<file path="src/design/oahm_pkg.sv">
// Package for the open-addressed hash map: beat structs, status and command codes,
// and the hash multiplier constant.
// No dependencies.
package oahm_pkg;

  // Multiplicative hash constant (64-bit golden ratio)
  localparam logic [63:0] HASH_MUL = 64'h9E3779B97F4A7C15;

  // Command codes
  localparam logic CMD_PUT = 1'b0;
  localparam logic CMD_GET = 1'b1;

  // Status codes
  localparam logic [1:0] ST_OK     = 2'd0;
  localparam logic [1:0] ST_MISS   = 2'd1;
  localparam logic [1:0] ST_FULL   = 2'd2;
  localparam logic [1:0] ST_BADKEY = 2'd3;

  // Request beat
  typedef struct packed {
    logic               cmd;
    logic        [63:0] key;
    logic signed [63:0] value;
  } oahm_req_t;

  // Result beat
  typedef struct packed {
    logic        [1:0]  status;
    logic               found;
    logic signed [63:0] value_out;
    logic        [8:0]  entry_count;
  } oahm_rsp_t;

  // Memory control from the sequencer to the slot store
  typedef struct packed {
    logic rd;
    logic wr_key;
    logic wr_val;
  } oahm_mem_ctl_t;

endpackage

</file>
<file path="src/design/oahm_hash.sv">
// Home slot computation: low address bits of key times the hash constant.
// Depends on oahm_pkg.
module oahm_hash import oahm_pkg::*; #(
  parameter int AW = 10
) (
  input  logic [AW-1:0] key_lo,
  output logic [AW-1:0] slot
);

  // Only the low AW bits of the product matter, so only low bits of the operands
  logic [AW-1:0]   mul_lo;
  logic [2*AW-1:0] prod;

  assign mul_lo = HASH_MUL[AW-1:0];
  assign prod   = key_lo * mul_lo;
  assign slot   = prod[AW-1:0];

endmodule

</file>
<file path="config.mk">
export PLATFORM = sky130hd
export DESIGN_NAME = oahm_hash
export DESIGN_NICKNAME = d
export VERILOG_FILES = /design/src/design/oahm_pkg.sv /design/src/design/oahm_hash.sv
export SDC_FILE = /design/constraint.sdc
export NUM_CORES = 1
export LEC_CHECK = 0
export ABC_CLOCK_PERIOD_IN_PS = 5520
export BUFFER_PORTS_ARGS = -buffer_cell sky130_fd_sc_hd__buf_2
export CAP_MARGIN = 20
export CORE_AREA = 2 2 39 41
export DETAILED_ROUTE_END_ITERATION = 10
export DIE_AREA = 0 0 41 43
export MAX_ROUTING_LAYER = met4
export PLACE_DENSITY = 0.67
export SYNTH_ARGS = -nofsm -noshare
export SYNTH_HDL_FRONTEND = slang
export SYNTH_SLANG_ARGS = --single-unit
</file>
<file path="constraint.sdc">
create_clock -name vclk -period 5.52
set_clock_uncertainty 0.1 [all_clocks]
set_input_delay 0.552 -clock vclk [all_inputs]
set_output_delay 0.552 -clock vclk [all_outputs]
set_load 0.02 [all_outputs]
</file>
# Word level (Yosys, flattened, before mapping)
# Cells that the tools add are included.
totals:
  reg_bits: 0
  latch_bits: 0
  mem_bits_rw: 0
  mem_bits_ro: 0
  inputBits: 10
  output_inout_bits: 10
  elab_cells: 1
  n_memories: 0
classes:
  n_addsub: 0
  n_mul: 1
  n_div: 0
  n_lt_le_gt_ge: 0
  n_eq_ne: 0
  shift: 0
  n_mux: 0
  n_bitwise: 0
  reduce_logical: 0
ops:
  columns: ["operator", "n"]
  rows:
  - ["$mul A10 B5 Y10 const B", 1]

# Depth between registers and ports, before layout
# Gate-level depths: netlist of the first run.
depth:
  depth_word: 1
  depth_mapped: 10
  mapped_depth_nobuf: 10

# Worst setup path before layout of the first run
# No wires, ideal clock.
synth_timing:
  kind: "in2out"
  from: "input port key_lo[3]"
  to: "output port slot[9]"
  t_arrival_ns: 2.699
  required_ns: 4.868
  path_slack_ns: 2.169
  cell_stages: 10
  path_buffers: 0
  path_cell_list: "ha_1 ha_1 inv_1 fa_1 inv_1 ha_1 o21ai_0 a21boi_0 o2bb2ai_2 xnor2_1"
synth_between:
  elab_chain_len: 1
synth_lines:
  columns: ["element", "line_no", "rtl"]
  rows:
  - ["start, declared", "oahm_hash.sv:6", "input logic [AW-1:0] key_lo,"]
  - ["$mul A10 B5 Y10", "oahm_hash.sv:15", "assign prod = key_lo * mul_lo;"]
  - ["end, declared", "oahm_hash.sv:7", "output logic [AW-1:0] slot"]
# No other way between the ends.

# Worst setup path in the final report of the first run
layout_timing:
  from: "input port key_lo[5]"
  to: "output port slot[9]"
# The elaborated chain is that of the path after synthesis.

==> results of run 1 <==
[through the flow]
| stage | setup WS [ns] | power [mW] | util (%) |
|---|---|---|---|
| 3_5_place_dp | 2.03 | 0.159 | 46.1 |
| 3_3_place_gp | 2.06 | 0.158 | 46.1 |
| 5_1_grt | 1.91 | 0.176 | 46.1 |
| 4_1_cts | 2.03 | 0.160 | 46.1 |
| 6_report | 2.04 | 0.157 | 46.1 |
| 2_1_floorplan | 2.17 | 0.120 | - |
[routing by layer]
metal | vias to the layer above | track usage [%] | share of wire, %
met3 | 0 | 0 | 5.5
met5 | - | - | 0
met2 | 15 | 20.6 | 47
met1 | 194 | 17.2 | 47
met4 | 0 | 0 | 0
li1 | 239 | - | -
[path summary, 6_finish.rpt]
path,slack [ns],end,from,cells past startpoint
setup / recovery,2.04,slot[9],key_lo[5],12
hold / removal,1.25,slot[1],key_lo[1],2
[final cells by class]
| cell class | count | area, um^2 | area share [%] |
|---|---|---|---|
| inverters | 10 | 37.5 | 5.88 |
| multi-input cells | 48 | 480 | 75.3 |
| well taps | 16 | 20.0 | 3.14 |
| repair buffers | 20 | 100 | 15.7 |
[kinds of logic after synthesis]
family / after synthesis / share of synthesized area, %
xor+xnor: 11 / 18.1
compound gates: 11 / 17.4
buf+inv: 12 / 9.86
simple gates: 6 / 4.93
fa+ha+maj: 20 / 49.8
[power breakdown]
group	switching, mW	internal [mW]
clock	0	0
combinational	0.0909	0.0663
sequential	0	0
[cell usage after synthesis, drive strengths merged]
cell type	count
ha	18
inv	10
xnor2	8
a21oi	3
nand2	3
xor2	3
a31o	2
buf	2
fa	2
o21ai	2
a21boi	1
a21o	1
nand2b	1
nor2	1
nor3	1
o211ai	1
o2bb2ai	1
==> qor.yml, run 1 <==
wirelength_um: 911
critPathArrivalTime_ns: 2.83
synthTopCellsByArea: "ha_1, xnor2_1, fa_1"
grt_pass1_vias: 431
placed_area_um2: 638
post_cts_buffers: 0
maxSlewHeadroom_pct: 85.1
port_buffers: 20
cp_max_fo: 4
die_area_um2: 1760
core_area_um2: 1380
die_x_um: 41
hold_viol_final: 0
grt-ovfl-total: 0
min_path_type: "primary input to primary output"
gp_congestion: 0.756
fin_nets: 110
layout-drive-gt1-share_pct: 32.1
wl_per_cell_um: 9.69
seq_area_um2: 0
grt_usage_pct: 12.3
netlist_area_um2: 533
area_growth_pct: 19.7
grt_pass1_wl_um: 1600
fin_crit_ns: 3.48
first_pass_iters: 4
required_ns: 4.87
post_cts_resized: 0
drc: 0
yosys.area.top_type_share_pct: 42.3
worstSetupEndpointType: "primary output"
flops_and_latches: 0
cp_slowest_stage_delay_ns: 0.50
initial_utilization_pct: 38.5
crit_buf_inv: 4
crit_slowest_cell: "fa_1"
syn_area_per_cell_um2: 8.88
antenna_found_initial: 0
status: "complete, no violations"
ys_seq_area_share_pct: 0
tightest_slew_ns: 0.222
synth_cell_types: 18
path_cells: "buf_2 > ha_1 > ha_1 > inv_1 > fa_1 > inv_1 > ha_1 > o21ai_0 > a21boi_0 > o2bb2ai_2 > xnor2_1 > buf_2"
ys_warn_count: 0
syn_nets: 90
rsz0062_at_grt: "false"
ioPinCount: 20
final_cell_mix: "buf_2, ha_1, inv_1, xnor2_1"
cp_common_cell: "ha_1"
num_antenna_cells: 0
vdd_drop_max_mv: 0.137
post_layout_nonfiller_instances: 94
design_area_um2: 638
final_max_slew_viol_count: 0
fin_hold_ws_ns: 1.25
die-height_um: 43
crit_family: "adder cells"
setup_tns_ns: 0
dpl.cell_count: 94
clkbuf_count: 0
num-fill-cells: 143
drt-initial-drc-count: 1
final_common_cell: "buf_2"
grt_max_degree: 5
ant_nets: 0
max_freq_mhz: 287
yosysTopAreaCell: "ha_1"
synthCells: 60
drv_cap: 0
power_leakage_nw: 0.353
via_count: 448
critPathKind: "primary input to primary output"
cts_hold_buf: 0
avgViaCountPerCell: 4.77
min_period_over_period_pct: 63.0
fp-row-count: 14
setup-violations-final: 0
start_kind: "primary input"
powerDensity_nw_per_um2: 246
Note: power is estimated with default switching activity, not from simulation.
==> inputs of run 2 (changes only) <==
--- a/config.mk
+++ b/config.mk
@@ -5,7 +5,7 @@
 export SDC_FILE = /design/constraint.sdc
 export NUM_CORES = 1
 export LEC_CHECK = 0
-export ABC_CLOCK_PERIOD_IN_PS = 5520
+export ABC_CLOCK_PERIOD_IN_PS = 3500
 export BUFFER_PORTS_ARGS = -buffer_cell sky130_fd_sc_hd__buf_2
 export CAP_MARGIN = 20
 export CORE_AREA = 2 2 39 41
==> constraint.sdc (replaced) <==
create_clock -name vclk -period 3.5
set_clock_uncertainty 0.1 [all_clocks]
set_input_delay 0.35 -clock vclk [all_inputs]
set_output_delay 0.35 -clock vclk [all_outputs]
set_load 0.02 [all_outputs]
==> qor.yml, run 2 (synthesized netlist as in run 1, its figures left out) <==
area_growth_pct: 19.7  # unchanged
fin_crit_ns: 3.09
avgViaCountPerCell: 5.00  # was 4.77
required_ns: 3.05  # was 4.87 ns
port_buffers: 20  # unchanged
flops_and_latches: 0  # unchanged
maxSlewHeadroom_pct: 85.2  # was 85.1%
cts_hold_buf: 0  # unchanged
clkPwrFrac_pct: 0  # about the same
antenna_found_initial: 0  # unchanged
critPathArrivalTime_ns: 2.64  # was 2.83 ns
tightest_slew_ns: 0.220  # was 0.222 ns
setup_tns_ns: 0  # unchanged
grt_pass1_vias: 471  # was 431
die_area_um2: 1760  # unchanged
core_area_um2: 1380  # unchanged
gp_congestion: 0.736  # was 0.756
start_kind: "primary input"  # unchanged
grt_pass1_wl_um: 1650  # was 1600 um
hold_end: "slot[1]"  # unchanged
post_cts_resized: 0  # unchanged
drv_cap: 0  # unchanged
fin_nets: 110  # unchanged
critPathKind: "primary input to primary output"  # unchanged
first_pass_iters: 2  # was 4
hold_viol_final: 0  # unchanged
final_cell_mix: "buf_2, ha_1, inv_1, xnor2_1"  # unchanged
min_period_over_period_pct: 88.2
comb_power_share_pct: 100.0  # about the same
setup-violations-final: 0  # unchanged
drc: 0  # unchanged
die-height_um: 43  # unchanged
seq_area_um2: 0  # unchanged
drt-initial-drc-count: 5  # was 1
powerDensity_nw_per_um2: 389  # was 246 nW/um^2
layout-drive-gt1-share_pct: 32.1  # unchanged
wl_per_cell_um: 10.1  # was 9.69 um
die_x_um: 41  # unchanged
min_delay_path_depth: 2  # unchanged
placed_area_um2: 638  # unchanged
grt_usage_pct: 12.7  # was 12.3%
design_area_um2: 638  # unchanged
clkbuf_count: 0  # unchanged
cp_max_fo: 4  # unchanged
multi_input_area_um2: 480  # unchanged
max_freq_mhz: 324
post_cts_buffers: 0  # unchanged
ant_nets: 0  # unchanged
power_frac_seq_pct: 0  # about the same
ioPinCount: 20  # unchanged
final_max_slew_viol_count: 0  # unchanged
rsz0062_at_grt: "false"  # unchanged
hpwl_um: 880
power_leakage_nw: 0.353  # unchanged
via_count: 470  # was 448
net-switching-power_uw: 144  # was 90.9 uW
initial_utilization_pct: 38.5  # unchanged
min_path_type: "primary input to primary output"  # unchanged
worstSetupEndpointType: "primary output"  # unchanged
intPower_uw: 104  # was 66.3 uW
num-fill-cells: 142  # was 143
num_antenna_cells: 0  # unchanged
grt-ovfl-total: 0  # unchanged
fp-row-count: 14  # unchanged
hp-start: "key_lo[1]"  # unchanged
grt_max_degree: 5  # unchanged
switching_share_pct: 57.9  # was 57.8%
vdd_drop_max_mv: 0.191  # was 0.137 mV
wirelength_um: 949  # was 911 um
final_common_cell: "buf_2"  # unchanged
status: "complete, no violations"  # unchanged
==> run 2: per-layer routing <==
layer  vias up  GRT usage (%)  wire [um]
li1        241              -          -
met1       216           15.0        434
met2        13           24.1        467
met3         0              0         46
met4         0              0          0
met5         -              -          0
==> run 2: cell type report <==
class | count | area share, %
Inverter | 10 | 5.88
Multi-Input combinational cell | 48 | 75.3
Timing Repair Buffer | 20 | 15.7
Tap cell | 16 | 3.14
==> run 2: per-stage QoR <==
stage	std cells	total power, mW	utilization (%)	hold WS [ns]	worst slack, ns
after global routing	94	0.280	46.1	0.868	0.224
after floorplan	60	0.190	-	0.713	0.553
final	94	0.248	46.1	0.842	0.414
after global placement	94	0.249	46.1	0.840	0.438
after detailed placement	94	0.251	46.1	0.844	0.402
after CTS	94	0.253	46.1	0.844	0.395
==> run 2: power groups by stage <==
stage          Sequential, mW  Combinational [mW]  Clock (mW)
2_1_floorplan               0               0.190           0
3_3_place_gp                0               0.249           0
3_5_place_dp                0               0.251           0
4_1_cts                     0               0.253           0
5_1_grt                     0               0.280           0
6_report                    0               0.248           0
==> run 2: critical path, cell delays in order <==
cell       delay [ns]
buf_2            0.13
ha_1             0.28
ha_1             0.28
inv_1            0.05
fa_1             0.50
inv_1            0.04
ha_1             0.32
o21ai_0          0.09
a21boi_0         0.23
o2bb2ai_2        0.08
xnor2_1          0.12
buf_2            0.17
==> run 2: how the worst max path moves through the flow <==
stage / from / end / slack, ns
final: key_lo[5] / slot[9] / 0.41
after floorplan: key_lo[3] / slot[9] / 0.55
after global routing: key_lo[5] / slot[9] / 0.22
after CTS: key_lo[5] / slot[9] / 0.40
after detailed placement: key_lo[5] / slot[9] / 0.40
after global placement: key_lo[2] / slot[9] / 0.44
