File: config.mk
export PLATFORM = sky130hd
export DESIGN_NAME = oahm_ctrl
export DESIGN_NICKNAME = d
export VERILOG_FILES = /design/src/design/oahm_pkg.sv /design/src/design/oahm_ctrl.sv
export SDC_FILE = /design/constraint.sdc
export NUM_CORES = 1
export LEC_CHECK = 0
export BUFFER_PORTS_ARGS = -buffer_cell sky130_fd_sc_hd__buf_2
export CAP_MARGIN = 10
export CORE_AREA = 2 2 187 189
export DETAILED_ROUTE_END_ITERATION = 10
export DIE_AREA = 0 0 189 191
export SYNTH_ARGS = -nofsm -noshare
export SYNTH_HDL_FRONTEND = slang
export SYNTH_SLANG_ARGS = --single-unit
File: constraint.sdc
create_clock -name clk -period 6 [get_ports clk]
set_clock_uncertainty 0.15 [all_clocks]
set_input_delay 0 -clock clk [delete_from_list [all_inputs] [get_ports clk]]
set_output_delay 0 -clock clk [all_outputs]
set_load 0.05 [all_outputs]
File: src/design/oahm_pkg.sv
// Package for the open-addressed hash map: beat structs, status and command codes,
// and the hash multiplier constant.
// No dependencies.
package oahm_pkg;

  // Multiplicative hash constant (64-bit golden ratio)
  localparam logic [63:0] HASH_MUL = 64'h9E3779B97F4A7C15;

  // Command codes
  localparam logic CMD_PUT = 1'b0;
  localparam logic CMD_GET = 1'b1;

  // Status codes
  localparam logic [1:0] ST_OK     = 2'd0;
  localparam logic [1:0] ST_MISS   = 2'd1;
  localparam logic [1:0] ST_FULL   = 2'd2;
  localparam logic [1:0] ST_BADKEY = 2'd3;

  // Request beat
  typedef struct packed {
    logic               cmd;
    logic        [63:0] key;
    logic signed [63:0] value;
  } oahm_req_t;

  // Result beat
  typedef struct packed {
    logic        [1:0]  status;
    logic               found;
    logic signed [63:0] value_out;
    logic        [8:0]  entry_count;
  } oahm_rsp_t;

  // Memory control from the sequencer to the slot store
  typedef struct packed {
    logic rd;
    logic wr_key;
    logic wr_val;
  } oahm_mem_ctl_t;

endpackage

File: src/design/oahm_ctrl.sv
// Sequencer: clearing pass, linear probe loop, put/get decision and result beat.
// Depends on oahm_pkg.
module oahm_ctrl import oahm_pkg::*; #(
  parameter int AW = 10
) (
  input  logic               clk,
  input  logic               rst,
  input  logic               start,
  input  oahm_req_t          req,
  output logic               busy,
  input  logic [AW-1:0]      home_slot,
  output oahm_mem_ctl_t      mem_ctl,
  output logic [AW-1:0]      mem_addr,
  output logic [63:0]        mem_wkey,
  output logic signed [63:0] mem_wval,
  input  logic [63:0]        rd_key,
  input  logic signed [63:0] rd_val,
  output logic               rsp_valid,
  output oahm_rsp_t          rsp
);

  localparam int CW = AW - 1;
  localparam logic [CW-1:0] LIMIT = CW'((1 << AW) / 2 - 1);

  typedef enum logic [3:0] {
    S_CLEAR = 4'b0001,
    S_IDLE  = 4'b0010,
    S_PROBE = 4'b0100,
    S_CHECK = 4'b1000
  } state_t;

  state_t             state;
  logic [AW-1:0]      clr_idx;
  logic [CW-1:0]      count;
  logic [CW-1:0]      count_next;
  logic [AW-1:0]      pos;
  logic [AW-1:0]      steps;
  logic               cmd_r;
  logic [63:0]        key_r;
  logic signed [63:0] value_r;

  logic               accept;
  logic               hit;
  logic               ended;
  logic               finish;
  logic               at_limit;
  oahm_rsp_t          rsp_next;
  oahm_rsp_t          rsp_bad;
  logic [CW+8:0]      cnt_ext;
  logic [CW+8:0]      cnt_cur_ext;

  assign busy   = (state != S_IDLE);
  assign accept = (state == S_IDLE) && start;

  // Probe outcome for the slot just read
  assign hit      = (rd_key == key_r);
  assign ended    = (rd_key == 64'd0) || hit;
  assign finish   = ended || (steps == {AW{1'b1}});
  assign at_limit = (count == LIMIT);

  // Memory port
  always_comb begin
    mem_addr   = (state == S_CLEAR) ? clr_idx : pos;
    mem_wkey   = (state == S_CLEAR) ? 64'd0 : key_r;
    mem_wval   = value_r;
  end

  // Put/get decision, memory strobes and result payload
  always_comb begin
    count_next         = count;
    mem_ctl.rd         = (state == S_PROBE);
    mem_ctl.wr_key     = (state == S_CLEAR);
    mem_ctl.wr_val     = 1'b0;
    rsp_next.status    = ST_OK;
    rsp_next.found     = 1'b0;
    rsp_next.value_out = 64'sd0;
    if (state == S_CHECK) begin
      if (cmd_r == CMD_GET) begin
        if (hit) begin
          rsp_next.found     = 1'b1;
          rsp_next.value_out = rd_val;
        end else begin
          rsp_next.status = ST_MISS;
        end
      end else if (hit) begin
        rsp_next.found = 1'b1;
        mem_ctl.wr_val = 1'b1;
      end else if (!ended || at_limit) begin
        rsp_next.status = ST_FULL;
      end else if (finish) begin
        mem_ctl.wr_key = 1'b1;
        mem_ctl.wr_val = 1'b1;
        count_next     = count + 1'b1;
      end
    end
    cnt_ext              = {9'd0, count_next};
    rsp_next.entry_count = cnt_ext[8:0];
  end

  // Bad key answer, taken straight at accept
  always_comb begin
    cnt_cur_ext         = {9'd0, count};
    rsp_bad.status      = ST_BADKEY;
    rsp_bad.found       = 1'b0;
    rsp_bad.value_out   = 64'sd0;
    rsp_bad.entry_count = cnt_cur_ext[8:0];
  end

  // Control state
  always_ff @(posedge clk) begin
    if (rst) begin
      state     <= S_CLEAR;
      clr_idx   <= '0;
      count     <= '0;
      rsp_valid <= 1'b0;
    end else begin
      rsp_valid <= 1'b0;
      unique case (state)
        S_CLEAR: begin
          clr_idx <= clr_idx + 1'b1;
          if (clr_idx == {AW{1'b1}}) begin
            state <= S_IDLE;
          end
        end
        S_IDLE: begin
          if (accept) begin
            if (req.key == 64'd0) begin
              rsp_valid <= 1'b1;
            end else begin
              state <= S_PROBE;
            end
          end
        end
        S_PROBE: begin
          state <= S_CHECK;
        end
        S_CHECK: begin
          if (finish) begin
            rsp_valid <= 1'b1;
            count     <= count_next;
            state     <= S_IDLE;
          end else begin
            state <= S_PROBE;
          end
        end
        default: begin
          state <= S_CLEAR;
        end
      endcase
    end
  end

  // Payload: latched request, probe position and result beat
  always_ff @(posedge clk) begin
    if (accept) begin
      cmd_r   <= req.cmd;
      key_r   <= req.key;
      value_r <= req.value;
      pos     <= home_slot;
      steps   <= '0;
      rsp     <= rsp_bad;
    end else if (state == S_CHECK) begin
      if (finish) begin
        rsp <= rsp_next;
      end else begin
        pos   <= pos + 1'b1;
        steps <= steps + 1'b1;
      end
    end
  end

endmodule

# [After elaboration in Yosys (flattened, before gate mapping)]
# Index checks and enable logic that the tools add are counted.
[classes] bitwise=1 n_reduce_logical=14 add_sub_neg=4 eq_ne=13 n_mux=33
[ops] cell="logical NOT 64 bit" count=2
[ops] cell="two-way mux 64 bit" count=2
[ops] cell="two-way mux 65 bit" count=1
[ops] cell="== test 64 bit" count=1
[ops] cell="two-way mux 9 bit" count=6
[ops] cell="two-way mux 10 bit" count=4
[ops] cell="adder 10 x 1 -> 10 bit, second input constant" count=3
[ops] cell="== test 10 bit, second input constant" count=2
[ops] cell="one-hot mux 4 bit (4 select lines)" count=1
[ops] cell="two-way mux 2 bit" count=6
[ops] cell="two-way mux 4 bit" count=3
[ops] cell="adder 9 x 1 -> 9 bit, second input constant" count=1
[ops] cell="== test 9 bit, second input constant" count=1
[ops] cell="AND reduction 2 bit" count=4
[ops] cell="two-way mux 1 bit" count=7
[ops] cell="two-way mux 3 bit" count=2
[ops] cell="!= test 2 bit, second input constant" count=3
[ops] cell="== test 4 x 1 -> 1 bit, second input constant" count=1
[ops] cell="== test 4 x 2 -> 1 bit, second input constant" count=1
[ops] cell="== test 4 x 3 -> 1 bit, second input constant" count=1
[ops] cell="== test 4 bit, second input constant" count=1
[ops] cell="!= test 4 x 2 -> 1 bit, second input constant" count=1
[ops] cell="nonzero test 2 bit" count=2
[ops] cell="logical OR 1 bit" count=3
[ops] cell="6 further kinds" count=6
[totals] inputBits=270 output_inout_bits=219 reg_bits=249

# [Logic depth before layout (Yosys ltp)]
[logic_depth] ltp_word=10 depth_mapped=10 depth_no_buf=9

# [Worst setup path after synthesis]
# Ideal clock, no wire load.
[synth_timing] path_kind="register to register" start="register state[3]" end="register cmd_r (enable)" t_required_ns=5.307 n_path_buf=2 setup_slack_ns=0.384 path_stages_with_launch=6 t_arrival_ns=4.923 cell_sequence="dfxtp_1 clkbuf_1 nor4b_1 nand2_1 inv_1 buf_1"
[synth_between] elab_chain_cells=2
[synth_lines] element="start, declared" line_no="oahm_ctrl.sv:32" source="state_t state;"
[synth_lines] element="start signal, assigned" line_no="oahm_ctrl.sv:112" source="state <= S_CLEAR;"
[synth_lines] element="start signal, assigned" line_no="oahm_ctrl.sv:122" source="state <= S_IDLE;"
[synth_lines] element="start signal, assigned" line_no="oahm_ctrl.sv:130" source="state <= S_PROBE;"
[synth_lines] element="== test 4 x 2 -> 1 bit" line_no="oahm_ctrl.sv:53" source="assign accept = (state == S_IDLE) && start;"
[synth_lines] element="logical AND 1 bit" line_no="oahm_ctrl.sv:53"
[synth_lines] element="net accept" line_no="oahm_ctrl.sv:42" source="logic accept;"
[synth_lines] element="end signal, assigned" line_no="oahm_ctrl.sv:156" source="cmd_r <= req.cmd;"
[synth_lines] element="end, declared" line_no="oahm_ctrl.sv:38" source="logic cmd_r;"
# The timed path passes the listed nets, and every way through them passes these cells.
# A chain may end at the register's enable or synchronous reset.

# [Final worst setup path]
[layout_timing] start="register state[1]" end="register key_r[43] (enable)"
[layout_between] elab_chain_cells=2
[layout_lines] element="== test 4 x 2 -> 1 bit" line_no="oahm_ctrl.sv:53"
[layout_lines] element="logical AND 1 bit" line_no="oahm_ctrl.sv:53"
[layout_lines] element="end signal, assigned" line_no="oahm_ctrl.sv:157" source="key_r <= req.key;"
[layout_lines] element="end, declared" line_no="oahm_ctrl.sv:39" source="logic [63:0] key_r;"
# No other way between the ends.

==> results.sh <==
export IMPL_clock_sink_count=249
export IMPL_number_of_buffers_on_the_longest_clock_path=3
export IMPL_post_synth_top_area_fraction_pct=44.6
export IMPL_asyncSetResetFlopFracSynth_pct=0
export IMPL_maxCapViolations=0
export IMPL_cts_buffers_inserted=29
export IMPL_place_detailed_hpwl_um=26600
export IMPL_postLayoutSetupSlackWorst_ns=2.42
export IMPL_antenna_found_initial=0
export IMPL_critical_path_n_buffers_inverters=2
export IMPL_grt_pass1_vias=9766
export IMPL_die_area_sq_um=36100
export IMPL_cts_max_level=1
export IMPL_cp_data_required_time_ns=6.02
export IMPL_drt_iter0_markers=547
export IMPL_critical_path_slowest_cell="sky130_fd_sc_hd__inv_6"
export IMPL_static_leakage_power_uw=0.00717
export IMPL_post_route_cells_drive_above_1_share_pct=36.8
export IMPL_gr_total_overflow=0
export IMPL_cp_data_arrival_time_ns=3.61
export IMPL_cts_repair_resize_count=0
export IMPL_setup_viol_count_final=0
export IMPL_track_usage_pct=20.3
export IMPL_dieWidth_um=189
export IMPL_dr_total_vias=9603
export IMPL_outcome="completed"
export IMPL_pin_count=489
export IMPL_placement_io_buffers=488
export IMPL_first_pass_iters=5
export IMPL_cts_root_buf="sky130_fd_sc_hd__clkbuf_16"
export IMPL_insertedDiodeCount=0
export IMPL_regToRegStartpoint="state[1]"
export IMPL_rsz0062_at_grt="no"
export IMPL_routed_wirelength_um=38300
export IMPL_cp_end_kind="flop"
export IMPL_clock_slew_at_the_register_clock_pins_of_the_worst_setup_and_hold_paths_ns=0.06
export IMPL_syn_num_nets=1034
export IMPL_die_height_um=191
export IMPL_min_path_type="in2reg"
export IMPL_grt_start_max_net_pins=79
export IMPL_total_number_of_nets_in_the_final_design=1801
export IMPL_fin_setup_tns_ns=0
export IMPL_proportion_of_synthesized_chip_area_in_sequential_cells_pct=64.9
export IMPL_hold_viol_final=0
export IMPL_grt_pass1_wl_um=56900
export IMPL_critPathLaunchType="flop"
export IMPL_n_fill_cell=3001
export IMPL_core_footprint_sq_um=34100
export IMPL_finalCriticalPeriod_ns=3.58
export IMPL_route_detailed_wl_per_inst_um=19.1
export IMPL_synthFlopType="sky130_fd_sc_hd__edfxtp_1"
export IMPL_most_frequent_cells_in_the_layout="sky130_fd_sc_hd__buf_2, sky130_fd_sc_hd__dlygate4sd3_1, sky130_fd_sc_hd__edfxtp_1"
export IMPL_place_detailed_instances=1678
export IMPL_synth_area_sq_um=9970
export IMPL_worstHoldStart="req[94]"
export IMPL_area_growth_synth_to_final_pct=66.3
export IMPL_final_max_slew_violation_count=0
export IMPL_most_common_library_cell_in_the_layout_ignoring_fill_and_taps="sky130_fd_sc_hd__buf_2"
export IMPL_synth_distinct_cells=43
export IMPL_post_route_drc_count=0
export IMPL_achievable_frequency_mhz=279
export IMPL_critical_path_cell_by_cell="nor4b_1 > nand2_1 > inv_6 > buf_4"
export IMPL_synth_cells=759
export IMPL_final_period_utilization_pct=59.7
export IMPL_postCtsHoldBufs=272
export IMPL_initial_utilization_pct=29.2
export IMPL_power_ir_vdd_worst_v=0.000208
export IMPL_ys_top_cells_by_area="sky130_fd_sc_hd__edfxtp_1, sky130_fd_sc_hd__dfxtp_1, sky130_fd_sc_hd__xor2_1, sky130_fd_sc_hd__a22o_1, sky130_fd_sc_hd__nor2b_1"
export IMPL_max_slew_margin_pct=37.8
export IMPL_worst_setup_path_type="reg2reg"
export IMPL_count_of_non_filler_cells_in_the_finished_layout=2003
export IMPL_ff2ff_setup_slack_ns=2.42
export IMPL_ys_seq_elements=249
export IMPL_power_dens_cells_nw_per_um2=233
export IMPL_cts_setup_buffers=0
export IMPL_antenna_violating_nets_post_route=0
export IMPL_post_place_ws_ns=2.35
export IMPL_ys_warn_count=0
export IMPL_crit_path_start="state[1]"
export IMPL_synth_largest_area_cell="sky130_fd_sc_hd__edfxtp_1"
export IMPL_critical_path_top_delay_family="buffers and inverters"
export IMPL_standard_cell_row_count=68
export IMPL_synth_edff_count=148
export IMPL_tightestPinTransition_ns=0.934
export IMPL_detail_route_vias_per_cell=4.79
export IMPL_max_fanout_on_critical_path=73
export IMPL_cp_slowest_stage_delay_ns=0.71
export IMPL_insertion_delay_ns=0.54
export IMPL_avgSynthCellArea_sq_um=13.1
export IMPL_gpl_final_weighted_congestion=1.02
export IMPL_tritoncts_clock_tree="built"
## metal layers
layer / GRT usage, % / up-vias / routed length, um
li1: - / 4385 / -
met5: 0 / - / 0
met2: 34.2 / 478 / 18600
met1: 25.8 / 4665 / 15400
met3: 5.45 / 75 / 3340
met4: 5.20 / 0 / 1070
## cell type report
| type | instances | area (sq um) | area share, % |
|---|---|---|---|
| Sequential cell | 249 | 6470 | 39.0 |
| Timing Repair Buffer | 768 | 5230 | 31.5 |
| Multi-Input combinational cell | 472 | 3360 | 20.3 |
| Clock buffer | 34 | 766 | 4.62 |
| Tap cell | 455 | 569 | 3.43 |
| Clock inverter | 19 | 170 | 1.03 |
| Inverter | 6 | 27.5 | 0.166 |
## final timing paths
path / endpoint / cells after the start
worst min-delay path: key_r[30] / 2
worst max register to register: key_r[43] / 4
worst max-delay path: key_r[43] / 4
worst min register to register: rsp[73] / 2
## synthesized netlist by cell type (2+ instances only)
| library cell | instances |
|---|---|
| sky130_fd_sc_hd__xnor2_1 | 13 |
| sky130_fd_sc_hd__or3_1 | 5 |
| sky130_fd_sc_hd__o21ai_0 | 14 |
| sky130_fd_sc_hd__dfxtp_1 | 101 |
| sky130_fd_sc_hd__ha_1 | 5 |
| sky130_fd_sc_hd__and3_1 | 10 |
| sky130_fd_sc_hd__inv_1 | 6 |
| sky130_fd_sc_hd__mux2i_1 | 11 |
| sky130_fd_sc_hd__a21oi_1 | 13 |
| sky130_fd_sc_hd__nor4_1 | 50 |
| sky130_fd_sc_hd__edfxtp_1 | 148 |
| sky130_fd_sc_hd__nand4_1 | 24 |
| sky130_fd_sc_hd__nand2_1 | 42 |
| sky130_fd_sc_hd__buf_2 | 16 |
| sky130_fd_sc_hd__a22o_1 | 64 |
| sky130_fd_sc_hd__nor3_1 | 3 |
| sky130_fd_sc_hd__and2_1 | 3 |
| sky130_fd_sc_hd__nor4b_1 | 3 |
| sky130_fd_sc_hd__nor4_2 | 4 |
| sky130_fd_sc_hd__or2_2 | 2 |
| sky130_fd_sc_hd__xor2_1 | 74 |
| sky130_fd_sc_hd__nand3_1 | 5 |
| sky130_fd_sc_hd__clkbuf_1 | 15 |
| sky130_fd_sc_hd__nor2_1 | 24 |
| sky130_fd_sc_hd__o22ai_1 | 2 |
| sky130_fd_sc_hd__mux2_2 | 12 |
| sky130_fd_sc_hd__a31o_2 | 4 |
| sky130_fd_sc_hd__and4_1 | 2 |
| sky130_fd_sc_hd__nand2b_1 | 4 |
| sky130_fd_sc_hd__nor2b_1 | 66 |
| sky130_fd_sc_hd__o21a_1 | 2 |
## through the flow
step | total power [uW] | hold slack [ns] | instance area [sq um] | utilization (%)
finish | 3870 | 0.0323 | 16600 | 48.6
global route | 3980 | 0.0189 | 16600 | 48.6
CTS | 3900 | 0.000618 | 16600 | 48.6
detailed placement | 2010 | 0.0281 | 12900 | 37.9
global placement | 2000 | 0.0263 | 12900 | 37.9
floorplan | 1880 | -0.0511 | 9970 | -
## cell families after synthesis
kind of cell,Yosys count,share of synthesized area [%]
buf+inv,38,1.63
mux,23,2.46
fa+ha+maj,5,0.627
flops,249,64.9
compound gates,106,8.24
simple gates,251,14.5
xor+xnor,87,7.64
## power breakdown
| group | switching [uW] | leakage (uW) | total (uW) | internal (uW) |
|---|---|---|---|---|
| Clock | 714 | 0.000467 | 1750 | 1040 |
| Sequential | 1.94 | 0.00214 | 1810 | 1810 |
| Combinational | 115 | 0.00457 | 310 | 195 |
## sequential cells by signal, summed over array words and instances (netlist names)
register	flops
cmd_r	1
count	9
state	4
clr_idx	10
steps	10
rsp	76
key_r	64
mem_wval	64
rsp_valid	1
pos	10
Note: power is estimated with default switching activity, not from simulation.
